**config.mk**
```make
export PLATFORM = sky130hd
export DESIGN_NAME = ccp_cfg
export DESIGN_NICKNAME = d
export VERILOG_FILES = /design/src/sv/ccp_pkg.sv /design/src/sv/ccp_cfg.sv
export SDC_FILE = /design/constraint.sdc
export NUM_CORES = 1
export LEC_CHECK = 0
export BUFFER_PORTS_ARGS = -buffer_cell sky130_fd_sc_hd__clkbuf_2
export CAP_MARGIN = 10
export CORE_MARGIN = 10
export CORE_UTILIZATION = 30
export DETAILED_ROUTE_END_ITERATION = 12
export PLACE_DENSITY = 0.59
export SLEW_MARGIN = 20
export SYNTH_ARGS = -nofsm -noshare
export SYNTH_HDL_FRONTEND = slang
export SYNTH_SLANG_ARGS = --single-unit
```
**constraint.sdc**
```tcl
create_clock -name i_clk -period 1.7 [get_ports i_clk]
set_input_delay 0.085 -clock i_clk [delete_from_list [all_inputs] [get_ports i_clk]]
set_output_delay 0.085 -clock i_clk [all_outputs]
set_load 0.01 [all_outputs]
```
**src/sv/ccp_pkg.sv**
```systemverilog
`timescale 1ns / 1ps
// ----------------------------------------------------------------------------
// ccp_pkg
// Shared types, widths and register map for the perspective projection block.
// ----------------------------------------------------------------------------
package ccp_pkg;

    // pipeline depth of each part
    localparam int XF_STG = 5;
    localparam int SC_STG = 3;
    localparam int DV_STG = 19;
    localparam int N_STG  = XF_STG + SC_STG + DV_STG;

    localparam int NW  = 66;   // camera-space numerators and depth
    localparam int DTW = 49;   // basis determinant
    localparam int PW  = 100;  // projection numerator
    localparam int DDW = 81;   // depth shifted by 16

    // register map, index = paddr[5:3]
    localparam logic [2:0] REG_BASIS_I = 3'd0;
    localparam logic [2:0] REG_BASIS_J = 3'd1;
    localparam logic [2:0] REG_BASIS_K = 3'd2;
    localparam logic [2:0] REG_POS_X   = 3'd3;
    localparam logic [2:0] REG_POS_Y   = 3'd4;
    localparam logic [2:0] REG_POS_Z   = 3'd5;
    localparam logic [2:0] REG_FOCAL   = 3'd6;
    localparam logic [2:0] REG_CENTER  = 3'd7;

    localparam logic [47:0] RST_BASIS_I = 48'h0000_0000_4000;
    localparam logic [47:0] RST_BASIS_J = 48'h0000_4000_0000;
    localparam logic [47:0] RST_BASIS_K = 48'h4000_0000_0000;
    localparam logic [31:0] RST_FOCAL   = 32'h0000_C000;

    typedef struct packed {
        logic [2:0][47:0] basis;
        logic [2:0][31:0] pos;
        logic [31:0]      focal;
        logic [31:0]      center;
    } t_ccp_cfg;

    // camera-space word after sign fix-up
    typedef struct packed {
        logic signed [NW-1:0] numx;
        logic signed [NW-1:0] numy;
        logic signed [NW-1:0] den;
        logic                 behind;
        logic                 singular;
    } t_ccp_proj;

    // scaled numerators ready for division
    typedef struct packed {
        logic signed [PW-1:0] nx;
        logic signed [PW-1:0] ny;
        logic [DDW-1:0]       dd;
        logic                 behind;
        logic                 singular;
    } t_ccp_num;

endpackage

```
**src/sv/ccp_cfg.sv**
```systemverilog
`timescale 1ns / 1ps
// ----------------------------------------------------------------------------
// ccp_cfg
// APB register file: camera basis, position, focal scale and screen center.
// ----------------------------------------------------------------------------
module ccp_cfg import ccp_pkg::*; (
    input  logic        i_clk,
    input  logic        i_rst_n,
    input  logic        psel,
    input  logic        penable,
    input  logic        pwrite,
    input  logic [5:0]  paddr,
    input  logic [63:0] pwdata,
    output logic [63:0] prdata,
    output logic        pready,
    output t_ccp_cfg    o_cfg
);

    t_ccp_cfg   r_cfg;
    logic [2:0] w_idx;
    logic       w_wr;

    assign w_idx  = paddr[5:3];
    assign w_wr   = psel && penable && pwrite;
    assign pready = 1'b1;
    assign o_cfg  = r_cfg;

    always_ff @(posedge i_clk) begin
        if (!i_rst_n) begin
            r_cfg.basis[0] <= RST_BASIS_I;
            r_cfg.basis[1] <= RST_BASIS_J;
            r_cfg.basis[2] <= RST_BASIS_K;
            r_cfg.pos      <= '0;
            r_cfg.focal    <= RST_FOCAL;
            r_cfg.center   <= '0;
        end else if (w_wr) begin
            unique case (w_idx)
                REG_BASIS_I: r_cfg.basis[0] <= pwdata[47:0];
                REG_BASIS_J: r_cfg.basis[1] <= pwdata[47:0];
                REG_BASIS_K: r_cfg.basis[2] <= pwdata[47:0];
                REG_POS_X:   r_cfg.pos[0]   <= pwdata[31:0];
                REG_POS_Y:   r_cfg.pos[1]   <= pwdata[31:0];
                REG_POS_Z:   r_cfg.pos[2]   <= pwdata[31:0];
                REG_FOCAL:   r_cfg.focal    <= pwdata[31:0];
                REG_CENTER:  r_cfg.center   <= pwdata[31:0];
                default: ;
            endcase
        end
    end

    always_comb begin
        unique case (w_idx)
            REG_BASIS_I: prdata = {16'b0, r_cfg.basis[0]};
            REG_BASIS_J: prdata = {16'b0, r_cfg.basis[1]};
            REG_BASIS_K: prdata = {16'b0, r_cfg.basis[2]};
            REG_POS_X:   prdata = {32'b0, r_cfg.pos[0]};
            REG_POS_Y:   prdata = {32'b0, r_cfg.pos[1]};
            REG_POS_Z:   prdata = {32'b0, r_cfg.pos[2]};
            REG_FOCAL:   prdata = {32'b0, r_cfg.focal};
            REG_CENTER:  prdata = {32'b0, r_cfg.center};
            default:     prdata = '0;
        endcase
    end

endmodule

```
==> load_flow_metrics.sql <==
INSERT INTO impl_metrics (metric_group, metric, value, unit) VALUES
('floorplanning', 'core-area', '0.0466', 'mm²'),
('timing', 'final.setup_skew', '0', 'ns'),
('logic_synthesis', 'post_synthesis_sequential_area_ratio', '43.1', '%'),
('clock_network', 'tritoncts', 'built', ''),
('layout', 'syn_to_final_growth', '35.9', '%'),
('logic_synthesis', 'post_synth_num_cell_types', '34', ''),
('timing', 'timing.final.ws_setup', '-0.180', 'ns'),
('timing', 'max_slew.worst_pin.slew', '0.891', 'ns'),
('clock_network', 'clock_insertion_delay_worst_skew', '0.53', 'ns'),
('setup_path', 'worst-endpoint-arrival', '1.80', 'ns'),
('status', 'failed_checks', 'negative setup slack', ''),
('place', 'detailedPlacementHpwl', '42.4', 'mm'),
('logic_synthesis', 'synth.most_common_cell', 'nand2_1', ''),
('grt', 'grt_pass1_wl', '92.3', 'mm'),
('grt', 'grt_pass1_vias', '14100', ''),
('logic_synthesis', 'netlist_instances', '1766', ''),
('detailed_routing', 'number_of_vias_after_detailed_routing', '14400', ''),
('clock_network', 'tritoncts_num_sinks', '304', ''),
('floorplanning', 'floorplan.initialDensity', '30.3', '%'),
('logic_synthesis', 'dominant_combinational_cell_family_by_area_after_synthesis', 'compound AO/OA/AOI/OAI gates', ''),
('setup_path', 'crit_path_end_kind', 'output port', ''),
('grt', 'grt_remaining_overflow', '0', ''),
('run', 'count_of_max_cap_constraint_violations', '0', ''),
('power_and_ir_drop', 'pwr-share-seq', '44.6', '%'),
('timing', 'achievable-frequency', '532', 'MHz'),
('floorplanning', 'die_w', '237', 'µm'),
('grt', 'busiest_layer', 'met2', ''),
('place', 'io_buffer_count', '407', ''),
('logic_synthesis', 'share_of_synthesized_cell_area_in_full_adder_half_adder_and_majority_cells', '0', '%'),
('logic_synthesis', 'synth.area.mux_share', '5.45', '%'),
('setup_path', 'crit_path_max_fanout', '3', ''),
('detailed_routing', 'drt_drc_violations_left', '0', ''),
('logic_synthesis', 'synthFlopType', 'dfxtp_1', ''),
('status', 'outcome', 'finished, violations left', ''),
('timing', 'finalHoldViolCount', '0', ''),
('power_and_ir_drop', 'net-switching-power', '3.99', 'mW'),
('setup_path', 'timing.critical_path.required', '1.62', 'ns'),
('detailed_routing', 'drtPass1Iterations', '5', ''),
('timing', 'post-route-period-util', '111', '%'),
('grt', 'grt_use_total', '21.3', '%'),
('floorplanning', 'dieArea', '0.0561', 'mm²'),
('grt', 'met3_usage', '4.52', '%'),
('power_and_ir_drop', 'internal_power', '12.2', 'mW'),
('floorplanning', 'floorplan.io_pins', '444', ''),
('logic_synthesis', 'synth-edff-count', '0', ''),
('logic_synthesis', 'synthXorXnorAreaFrac', '0', '%'),
('logic_synthesis', 'syn_area_per_cell', '7.99', 'µm²'),
('logic_synthesis', 'ys_seq_elements', '304', ''),
('clock_network', 'cts.reportedPaths.clkPinSlew', '0.06', 'ns'),
('timing', 'timing.setup.tns', '-3.14', 'ns'),
('clock_network', 'cts-buffers-inserted', '37', ''),
('logic_synthesis', 'yosysWarningCount', '0', ''),
('power_and_ir_drop', 'switching_share', '24.6', '%'),
('timing', 'timing.final.setup_violations', '24', ''),
('logic_synthesis', 'yosys.area_share.simple', '20.4', '%'),
('logic_synthesis', 'ys_top_cells_by_area', 'dfxtp_1, nand2_1, a21boi_0', ''),
('grt', 'grt_max_degree', '124', ''),
('floorplanning', 'fp.dieH', '237', 'µm'),
('layout', 'final_layout_size_suffix_gt1_share', '31.2', '%'),
('timing', 'min_cycle_time_layout', '1.88', 'ns'),
('power_and_ir_drop', 'comb_power_share', '8.7', '%'),
('clock_network', 'clockBufferDepth', '3', ''),
('worst_hold_path', 'hp-class', 'in -> reg', ''),
('layout', 'final_nets', '2270', ''),
('logic_synthesis', 'yosysTopAreaCellShare', '43.1', '%'),
('detailed_routing', 'antenna_violating_nets_post_route', '0', ''),
('detailed_routing', 'postRouteWirelength', '63.2', 'mm'),
('logic_synthesis', 'synthArstFlopShare', '0', '%'),
('clock_network', 'h_tree_levels', '2', ''),
('power_and_ir_drop', 'p_leak', '7.80', 'nW'),
('grt', 'grt_util_met2', '35.8', '%');
## metal layers
layer  vias to the layer above  wire [µm]
met4                         0       1880
met1                      7051      26300
met5                         -          0
met3                       118       4680
li1                       6683          -
met2                       591      30400
## through the flow
| stage | total power [mW] | util [%] | worst slack [ns] | cell area, µm² | instances |
|---|---|---|---|---|---|
| floorplan | 8.12 | - | 0.351 | 14200 | 1781 |
| global placement | 8.63 | 36.8 | -0.247 | 17100 | 2689 |
| detailed placement | 8.64 | 36.8 | -0.260 | 17100 | 2689 |
| CTS | 16.3 | 41.1 | -0.219 | 19100 | 2822 |
| global route | 16.7 | 41.2 | -0.267 | 19200 | 2825 |
| finish | 16.2 | 41.2 | -0.180 | 19200 | 2826 |
## logic make-up (layout without fill, tap and decap cells)
group	Yosys count	count (layout)
simple gates	738	739
compound gates	427	427
flops	304	304
buf+inv	221	657
mux	74	74
other cells	2	18
## critical path, cell delays in order (launching register included)
cell,delay (ns)
dfxtp_1,0.35
mux2_2,0.27
a22o_1,0.18
a221oi_1,0.25
nor2_1,0.07
clkbuf_2,0.14
## cell type report
type	instances	area, µm²
Antenna cell	1	2.50
Clock buffer	51	1050
Clock inverter	11	90.1
Fill cell	4667	27400
Inverter	28	105
Multi-Input combinational cell	1257	7230
Sequential cell	304	6140
Tap cell	607	759
Timing Repair Buffer	567	3810
## worst paths after layout
path	depth (start not counted)	slack, ns	end	from
max	5	-0.18	prdata[5]	o_cfg[133]
min	6	0.20	o_cfg[33]	penable
max reg2reg	3	0.95	o_cfg[2]	o_cfg[2]
min reg2reg	2	0.47	o_cfg[100]	o_cfg[100]
## placed cells by master, fill, tap and decap left out, types with 3 or more instances in the layout
cell	instances
a211oi_1	3
a21oi_1	26
inv_1	27
buf_6	3
nor2_4	8
mux2_2	16
o22ai_1	4
nand3_1	5
a21boi_1	48
clkbuf_2	391
conb_1	17
buf_12	34
nand2b_1	8
dlygate4sd3_1	49
or3_2	3
dfxtp_2	44
mux2i_1	51
a221oi_2	21
or2_2	6
clkinv_2	7
a32oi_1	4
a221oi_1	28
mux2_4	7
clkbuf_16	37
o22a_1	4
clkbuf_1	7
nand2_1	611
buf_4	78
dfxtp_1	260
a22o_1	32
clkbuf_8	7
buf_2	12
a21boi_0	251
nor2_1	87
## power by group through the flow
stage,Sequential [mW],Combinational [mW],Clock (mW)
global placement,7.38,1.25,0
floorplan,7.39,0.724,0
global route,7.23,1.50,7.99
CTS,7.23,1.40,7.70
detailed placement,7.38,1.25,0
finish,7.23,1.41,7.55
## timing repair
action,in CTS,in global routing
setup endpoints to repair,28,32
hold buffers,49,0
cloned,1,0
endpoints found under the hold margin,304,0
pin swaps,24,27
resized for setup,68,27
buffers inserted,21,3
Power figures use the tool's default switching activity.
